### src/sv/park_pkg.sv
// Shared types, constants and functions for the Park rotation block.
package park_pkg;

    localparam int SINE_TABLE_BITS_DEF = 8;
    localparam logic [63:0] HALF_PI_Q30 = 64'd1686629713;

    typedef struct packed {
        logic              kind;
        logic signed [15:0] in_x;
        logic signed [15:0] in_y;
        logic [15:0]        angle;
    } t_in_item;

    typedef struct packed {
        logic signed [15:0] out_x;
        logic signed [15:0] out_y;
        logic               saturated;
    } t_out_item;

    typedef struct packed {
        logic signed [15:0] value;
        logic               clip;
    } t_sat_res;

    localparam logic KIND_FORWARD = 1'b0;
    localparam logic KIND_INVERSE = 1'b1;

    // Quarter-wave sine entry in unsigned Q0.15, evaluated at elaboration only.
    function automatic logic [14:0] sine_entry(input int unsigned k, input int unsigned qbits);
        logic [63:0] x;
        logic [63:0] x2;
        logic [63:0] t3;
        logic [63:0] t5;
        logic [63:0] t7;
        logic [63:0] t9;
        logic [63:0] t11;
        logic [63:0] t13;
        logic [63:0] pos;
        logic [63:0] neg;
        logic [63:0] r;
        x   = (HALF_PI_Q30 * 64'(k)) >> qbits;
        x2  = (x * x) >> 30;
        t3  = ((x * x2) >> 30) / 64'd6;
        t5  = ((t3 * x2) >> 30) / 64'd20;
        t7  = ((t5 * x2) >> 30) / 64'd42;
        t9  = ((t7 * x2) >> 30) / 64'd72;
        t11 = ((t9 * x2) >> 30) / 64'd110;
        t13 = ((t11 * x2) >> 30) / 64'd156;
        pos = x + t5 + t9 + t13;
        neg = t3 + t7 + t11;
        r   = (pos > neg) ? pos - neg : 64'd0;
        r   = (r + 64'd16384) >> 15;
        if (r > 64'd32767) begin
            r = 64'd32767;
        end
        return r[14:0];
    endfunction

    // Rounds a Q3.30 sum half up to Q1.15 and clips it to 16 bits.
    function automatic t_sat_res round_sat(input logic signed [32:0] sum);
        logic signed [33:0] biased;
        logic signed [18:0] shifted;
        t_sat_res res;
        biased  = 34'(sum) + 34'sd16384;
        shifted = 19'(biased >>> 15);
        if (shifted > 19'sd32767) begin
            res.value = 16'sh7FFF;
            res.clip  = 1'b1;
        end else if (shifted < -19'sd32768) begin
            res.value = 16'sh8000;
            res.clip  = 1'b1;
        end else begin
            res.value = shifted[15:0];
            res.clip  = 1'b0;
        end
        return res;
    endfunction

endpackage

### src/sv/park_if.sv
// Valid/ready channel interfaces for the input and result transactions.
interface park_in_if import park_pkg::*; ();
    logic     valid;
    logic     ready;
    t_in_item data;

    modport source (output valid, output data, input ready);
    modport sink   (input valid, input data, output ready);
endinterface

interface park_out_if import park_pkg::*; ();
    logic      valid;
    logic      ready;
    t_out_item data;

    modport source (output valid, output data, input ready);
    modport sink   (input valid, input data, output ready);
endinterface

### src/sv/park_trig.sv
// Sine and cosine lookup from a quarter-wave table built at elaboration.
module park_trig import park_pkg::*; #(
    parameter int SINE_TABLE_BITS = SINE_TABLE_BITS_DEF
) (
    input  logic [15:0]        i_angle,
    output logic signed [15:0] o_sin,
    output logic signed [15:0] o_cos
);

    localparam int QB = SINE_TABLE_BITS - 2;
    localparam int Q  = 1 << QB;

    logic [14:0]                w_tab [Q+1];
    logic [SINE_TABLE_BITS-1:0] w_idx;
    logic [1:0]                 w_quad;
    logic [QB:0]                w_addr_a;
    logic [QB:0]                w_addr_b;
    logic [14:0]                w_val_a;
    logic [14:0]                w_val_b;
    logic [15:0]                w_sin_mag;
    logic [15:0]                w_cos_mag;
    logic                       w_cos_neg;

    for (genvar k = 0; k <= Q; k++) begin : g_tab
        localparam logic [14:0] ENTRY = sine_entry(k, QB);
        assign w_tab[k] = ENTRY;
    end

    assign w_idx    = i_angle[15 -: SINE_TABLE_BITS];
    assign w_quad   = w_idx[SINE_TABLE_BITS-1 -: 2];
    assign w_addr_a = {1'b0, w_idx[QB-1:0]};
    assign w_addr_b = (QB+1)'(Q) - w_addr_a;
    assign w_val_a  = w_tab[w_addr_a];
    assign w_val_b  = w_tab[w_addr_b];

    // The cosine sits one quadrant ahead of the sine.
    assign w_sin_mag = {1'b0, (w_quad[0] ? w_val_b : w_val_a)};
    assign w_cos_mag = {1'b0, (w_quad[0] ? w_val_a : w_val_b)};
    assign w_cos_neg = w_quad[1] ^ w_quad[0];

    assign o_sin = w_quad[1] ? -$signed(w_sin_mag) : $signed(w_sin_mag);
    assign o_cos = w_cos_neg ? -$signed(w_cos_mag) : $signed(w_cos_mag);

endmodule

### src/sv/park_rot.sv
// Rotation datapath: four products, sums, rounding and saturation.
module park_rot import park_pkg::*; (
    input  logic               i_kind,
    input  logic signed [15:0] i_x,
    input  logic signed [15:0] i_y,
    input  logic signed [15:0] i_sin,
    input  logic signed [15:0] i_cos,
    output t_out_item          o_res
);

    logic signed [31:0] w_xc;
    logic signed [31:0] w_xs;
    logic signed [31:0] w_yc;
    logic signed [31:0] w_ys;
    logic signed [32:0] w_sum_x;
    logic signed [32:0] w_sum_y;
    t_sat_res           w_rx;
    t_sat_res           w_ry;

    assign w_xc = i_x * i_cos;
    assign w_xs = i_x * i_sin;
    assign w_yc = i_y * i_cos;
    assign w_ys = i_y * i_sin;

    always_comb begin
        if (i_kind == KIND_INVERSE) begin
            w_sum_x = 33'(w_xc) - 33'(w_ys);
            w_sum_y = 33'(w_xs) + 33'(w_yc);
        end else begin
            w_sum_x = 33'(w_xc) + 33'(w_ys);
            w_sum_y = 33'(w_yc) - 33'(w_xs);
        end
    end

    assign w_rx = round_sat(w_sum_x);
    assign w_ry = round_sat(w_sum_y);

    assign o_res.out_x     = w_rx.value;
    assign o_res.out_y     = w_ry.value;
    assign o_res.saturated = w_rx.clip | w_ry.clip;

endmodule

### src/sv/park_rotation.sv
// Top level of the forward and inverse Park rotation block.
// An accepted input transaction passes the input register and then the result register to the output.
// Throughput: one transaction per cycle while the output is ready; the angle lookup happens before the input
// register and the four multipliers, rounding and saturation sit before the result register.
// Reset clears both valid flags and holds the input not ready; the data registers are not
// reset, and the block is ready in the first cycle after reset.
module park_rotation import park_pkg::*; #(
    parameter int SINE_TABLE_BITS = SINE_TABLE_BITS_DEF
) (
    input  logic        i_clk,
    input  logic        i_rst_n,
    park_in_if.sink     i_in,
    park_out_if.source  o_out
);

    logic               r_in_valid;
    logic               r_kind;
    logic signed [15:0] r_x;
    logic signed [15:0] r_y;
    logic signed [15:0] r_sin;
    logic signed [15:0] r_cos;
    logic               r_out_valid;
    t_out_item          r_out;

    logic               n_in_valid;
    logic               n_out_valid;
    logic               w_adv_out;
    logic               w_take;
    logic signed [15:0] w_sin;
    logic signed [15:0] w_cos;
    t_out_item          w_res;

    park_trig #(
        .SINE_TABLE_BITS(SINE_TABLE_BITS)
    ) u_trig (
        .i_angle (i_in.data.angle),
        .o_sin   (w_sin),
        .o_cos   (w_cos)
    );

    park_rot u_rot (
        .i_kind (r_kind),
        .i_x    (r_x),
        .i_y    (r_y),
        .i_sin  (r_sin),
        .i_cos  (r_cos),
        .o_res  (w_res)
    );

    assign w_adv_out   = !r_out_valid || o_out.ready;
    assign i_in.ready  = i_rst_n && (!r_in_valid || w_adv_out);
    assign w_take      = i_in.valid && i_in.ready;
    assign n_in_valid  = w_take ? 1'b1 : (w_adv_out ? 1'b0 : r_in_valid);
    assign n_out_valid = w_adv_out ? r_in_valid : r_out_valid;

    always_ff @(posedge i_clk) begin
        if (!i_rst_n) begin
            r_in_valid  <= 1'b0;
            r_out_valid <= 1'b0;
        end else begin
            r_in_valid  <= n_in_valid;
            r_out_valid <= n_out_valid;
        end
    end

    always_ff @(posedge i_clk) begin
        if (w_take) begin
            r_kind <= i_in.data.kind;
            r_x    <= i_in.data.in_x;
            r_y    <= i_in.data.in_y;
            r_sin  <= w_sin;
            r_cos  <= w_cos;
        end
        if (w_adv_out && r_in_valid) begin
            r_out <= w_res;
        end
    end

    assign o_out.valid = r_out_valid;
    assign o_out.data  = r_out;

endmodule
### src/flat_wrapper.sv
// flat-port wrapper written by rule: the top's interface ports become plain ports
module park_rotation_flat import park_pkg::*;
#(
    parameter int SINE_TABLE_BITS = SINE_TABLE_BITS_DEF
)
  (i_clk, i_rst_n, i_in_valid, i_in_data, i_in_ready, o_out_valid, o_out_data, o_out_ready);
  park_in_if i_in_i ();
  park_out_if o_out_i ();
  input  logic i_clk;
  input  logic i_rst_n;
  input wire logic [$bits(i_in_i.valid)-1:0] i_in_valid;
  input wire logic [$bits(i_in_i.data)-1:0] i_in_data;
  output wire logic [$bits(i_in_i.ready)-1:0] i_in_ready;
  output wire logic [$bits(o_out_i.valid)-1:0] o_out_valid;
  output wire logic [$bits(o_out_i.data)-1:0] o_out_data;
  input wire logic [$bits(o_out_i.ready)-1:0] o_out_ready;
  assign i_in_i.valid = i_in_valid;
  assign i_in_i.data = i_in_data;
  assign i_in_ready = i_in_i.ready;
  assign o_out_valid = o_out_i.valid;
  assign o_out_data = o_out_i.data;
  assign o_out_i.ready = o_out_ready;
  park_rotation #(.SINE_TABLE_BITS(SINE_TABLE_BITS)) u_core (.i_clk(i_clk), .i_rst_n(i_rst_n), .i_in(i_in_i), .o_out(o_out_i));
endmodule
### config.mk
export PLATFORM = sky130hd
export DESIGN_NAME = park_rotation_flat
export DESIGN_NICKNAME = d
export VERILOG_FILES = /design/src/sv/park_pkg.sv /design/src/sv/park_if.sv /design/src/sv/park_trig.sv /design/src/sv/park_rot.sv /design/src/sv/park_rotation.sv /design/src/flat_wrapper.sv
export SDC_FILE = /design/constraint.sdc
export NUM_CORES = 2
export LEC_CHECK = 0
export BUFFER_PORTS_ARGS = -buffer_cell sky130_fd_sc_hd__buf_2
export CAP_MARGIN = 20
export CORE_MARGIN = 2
export CORE_UTILIZATION = 65
export DETAILED_ROUTE_END_ITERATION = 12
export GPL_TIMING_DRIVEN = 0
export PLACE_DENSITY = 0.8
export RECOVER_POWER = 50
export SYNTH_ARGS = -nofsm -noshare
export SYNTH_HDL_FRONTEND = slang
export SYNTH_SLANG_ARGS = --single-unit
export TNS_END_PERCENT = 50
### constraint.sdc
create_clock -name i_clk -period 11.4 [get_ports i_clk]
set_input_delay 2.28 -clock i_clk [delete_from_list [all_inputs] [get_ports i_clk]]
set_output_delay 2.28 -clock i_clk [all_outputs]
set_load 0.01 [all_outputs]
==> summary.md <==
| Metric | Value |
|---|---|
| Post-synthesis register bit count | 100 |
| Share of cells above drive strength 1 | 4.900% |
| Most frequent cells in the layout | 1239 x inv_1, 1048 x fa_1, 676 x nand2_1, 469 x and2_1, 417 x ha_1 |
| Area grow syn2layout | 5.286% |
| Simple-Gate Fraction of Synth Area | approximately 17% |
| CP required | between 10000 and 15000 ps |
| GP Congestion | approximately 1.1 |
| Post-route setup TNS | 0 ps |
| EDFF count, synth | 98 |
| # IOs | a little under 90 |
| Fillcell total | 6551 |
| Crit-path max FO | 10 |
| Final Cycle Share | between 90 and 100% |
| DIE HEIGHT | between 200 and 300 um |
| Max-slew headroom | -52.44% |
| Slew @ Worst Pin | 2287 ps |
| Fin crit period | between 10000 and 15000 ps |
| Number of global-route vias before repair | around 45000 |
| Initial drt markers | 4713 |
| Core area | ~80000 um^2 |
| Unrepaired setup endpoints after global routing | true |
| First-pass GRT wire length | 277.5 mm |
| Syn Std Cell Area | 52290 um^2 |
| Main synth FF type | edfxtp_1 |
| Hold_buf cts | 0 |
| Synth Area in XOR/XNOR | 4.752% |
| Syn avg cell area | a little under 9 um^2 |
| Reg-to-Reg Start | u_core.r_cos[10]$_DFFE_PP_ |
| R2R cell count | 34 |
| Top Family by Delay on Critical Path | adder cells |
| Hold_sp | u_core.r_in_valid$_SDFFE_PN0P_ |
| Number of distinct library cells after synthesis | 94 |
| Final Core Density | 68.80% |
| Clk sink count | 100 |
| WL/cell | ~26 um |
| Seq/Total Area, Yosys | 5.704% |
| Routed Antenna Nets | 0 |
| Commonest non-fill, non-tap cell in the layout | inv_1 |
| Syn nets | around 7500 |
| Detailed-route via count | about 44000 |
| Violated checks | capacitance limit, slew limit |
| Die area | between 80000 and 90000 um^2 |
| Worst Hold End | u_core.o_out.valid$_SDFFE_PN0N_ |
| DP HPWL | between 150 and 200 mm |
| Main combinational cell family by area after synthesis | adder cells |
| Starting Density | between 60 and 70% |
| Total GRT Usage | 46.01% |
| Final net count | about 7700 |
| R2R Path End | u_core.o_out.data[6]$_SDFFCE_PN1P_ |
| Peak per-stage delay on the critical path | around 1000 ps |
| Min-Delay Path Depth | 1 |
| Slowest cell on crit path | clkbuf_1 |
| Synth Instances | 6014 |
| Clk buf depth | 2 |
| Final setup fails | 0 |
| Compound-cell area share of the yosys netlist | 10.12% |
| Via/cell ratio | 6.142 |
| Cell taking the most area after synthesis | fa_1 |
| Dominant cells by area after synthesis | fa_1 40%, ha_1 10%, inv_1 8.9% |
| Slew Viols, Final | 15 |
| Post-Synth Adder-Cell Area | about half |
| CP Capture Type | flip-flop |
| Type of the tightest min-delay check | reg -> reg |
| Post-synth ARST share | 0% |
| Port Buffers | 77 |
| Clock Latency Late Sink | ~440 ps |
| Mux cell area share after synthesis | between 1 and 1.5% |
| Hold Vio Cnt, Final | 0 |
| CP Buf/Inv Count | 7 |
| CTS Buf Count | 9 |
| Final wirelength | between 150 and 200 mm |
| Post-Route Skew | about 22 ps |
| Syn. warnings | 0 |
| Post-synth top area share | between 40% and 50% |
| H-tree depth | 3 |
| Critical path class | reg -> reg |
| GRT Residual Overflow | 0 |
| TritonRoute pass-1 iters | 6 |
| Fmax | roughly 89 MHz |
| CTS clk-pin slew, worst paths | ~90 ps |
| Die width | between 200 and 300 um |
| FF-to-FF setup slack | about 160 ps |
| Status | finished, violations left |
| Worst path most repeated cell | fa_1 |
| Row count | 104 |
| CTS tree | yes |
| Largest net degree at the start of global routing | 52 |
| Startpoint types | flip-flop |
| Max-cap viol count | 1 |
| Residual DRC | 0 |
| Root Buffer | clkbuf_16 |
| Critical Path AT | around 11000 ps |
| Antenna violations before repair | 10 |
==> worst reg2reg max path: cells and delay by family, from the launching register on <==
kind	cells	cell delay (ps)
xor gates and xnor gates	1	590
buffers and inverters	7	1830
AOI/OAI and AO/OA	9	1870
muxes	1	340
adders and majority gates	8	3670
DFF	1	820
and+or+nand+nor	8	1880
==> synth_stat cells (all sizes together), types with 15 or more instances <==
cell and instances:
a211oi 47, a21o 60, a21oi 222, a31oi 38, and2 470, and3 28
buf 16, clkbuf 286, edfxtp 98, fa 1048, ha 419, inv 1239
mux2i 44, nand2 676, nand2b 76, nand3 54, nand4 22, nor2 212
nor2b 44, nor3 65, o211ai 49, o21a 36, o21ai 168, o21bai 22
or3 15, xnor2 192, xor2 89
==> metal layers <==
| layer | vias to the layer above | wire length (um) | part of all wire, % | GRT usage [%] |
|---|---|---|---|---|
| met4 | 0 | 15720 | 8.5 | 30.79 |
| met5 | - | 0 | 0 | 0 |
| met1 | 21940 | 68040 | 37 | 58.04 |
| li1 | 19020 | - | - | - |
| met2 | 2677 | 77500 | 42 | 67.28 |
| met3 | 679 | 22870 | 12 | 15.63 |
==> worst max-delay path by stage <==
stage                               start                                  end  cells after the start
6_report       u_core.r_cos[10]$_DFFE_PP_   u_core.o_out.data[6]$_SDFFCE_PN1P_                     34
5_1_grt          u_core.r_x[11]$_DFFE_PP_   u_core.o_out.data[6]$_SDFFCE_PN1P_                     38
4_1_cts          u_core.r_x[11]$_DFFE_PP_   u_core.o_out.data[6]$_SDFFCE_PN1P_                     36
3_5_place_dp   u_core.r_sin[13]$_DFFE_PP_   u_core.o_out.data[6]$_SDFFCE_PN1P_                     36
3_3_place_gp    u_core.r_sin[3]$_DFFE_PP_  u_core.o_out.data[24]$_SDFFCE_PN1P_                     37
2_1_floorplan     u_core.r_x[6]$_DFFE_PP_   u_core.o_out.data[6]$_SDFFCE_PN1P_                     37
==> cell type report <==
class,count,area (um^2),share of cell area (%)
clock inverters,7,86.33,0.1568
diodes,12,30.03,0.05454
multi-input cells,4372,43690,79.36
flip-flops and latches,100,2983,5.418
clock buffers,9,225.2,0.4091
well taps,1060,1326,2.409
inverters,1240,4654,8.454
repair buffers,118,734.5,1.334
plain buffers,297,1323,2.402
==> state kept, by name, indices dropped and copies added, names as in the netlist <==
name and cells:
u_core.r_x 16, u_core.r_cos 16, u_core.r_sin 16, u_core.o_out.valid 1, u_core.r_in_valid 1, u_core.r_kind 1, u_core.o_out.data 33, u_core.r_y 16
==> metrics by stage <==
stage | hold WS [ps] | instances | area, um^2 | worst slack, ps
final | 566.7 | 7215 | 55060 | 155.3
after global routing | 586.9 | 7204 | 55030 | -73.94
after CTS | 562.4 | 7174 | 54590 | 3.509
after detailed placement | 540.8 | 7156 | 54110 | -681.4
after global placement | 500.0 | 7151 | 54000 | -714.5
after floorplan | 472.0 | 6014 | 52290 | 1381
==> timing repair <==
item	4_1_cts	5_1_grt
gates resized for setup	78	181
setup endpoints to repair	31	32
buffers inserted	2	29
pin swaps	1	5
==> cell families (layout without fill, tap and decap cells) <==
group,count (synthesis),after routing
adder cells (fa/ha/maj),1468,1468
AND/OR/NAND/NOR,1755,1755
buffers and inverters,1542,1671
other,0,12
multiplexers,60,60
flip-flops,100,100
AO/OA/AOI/OAI,807,807
XOR/XNOR,282,282
Power is not shown: default switching activity piles up to over one toggle a cycle in this logic, so the estimate is an artifact.
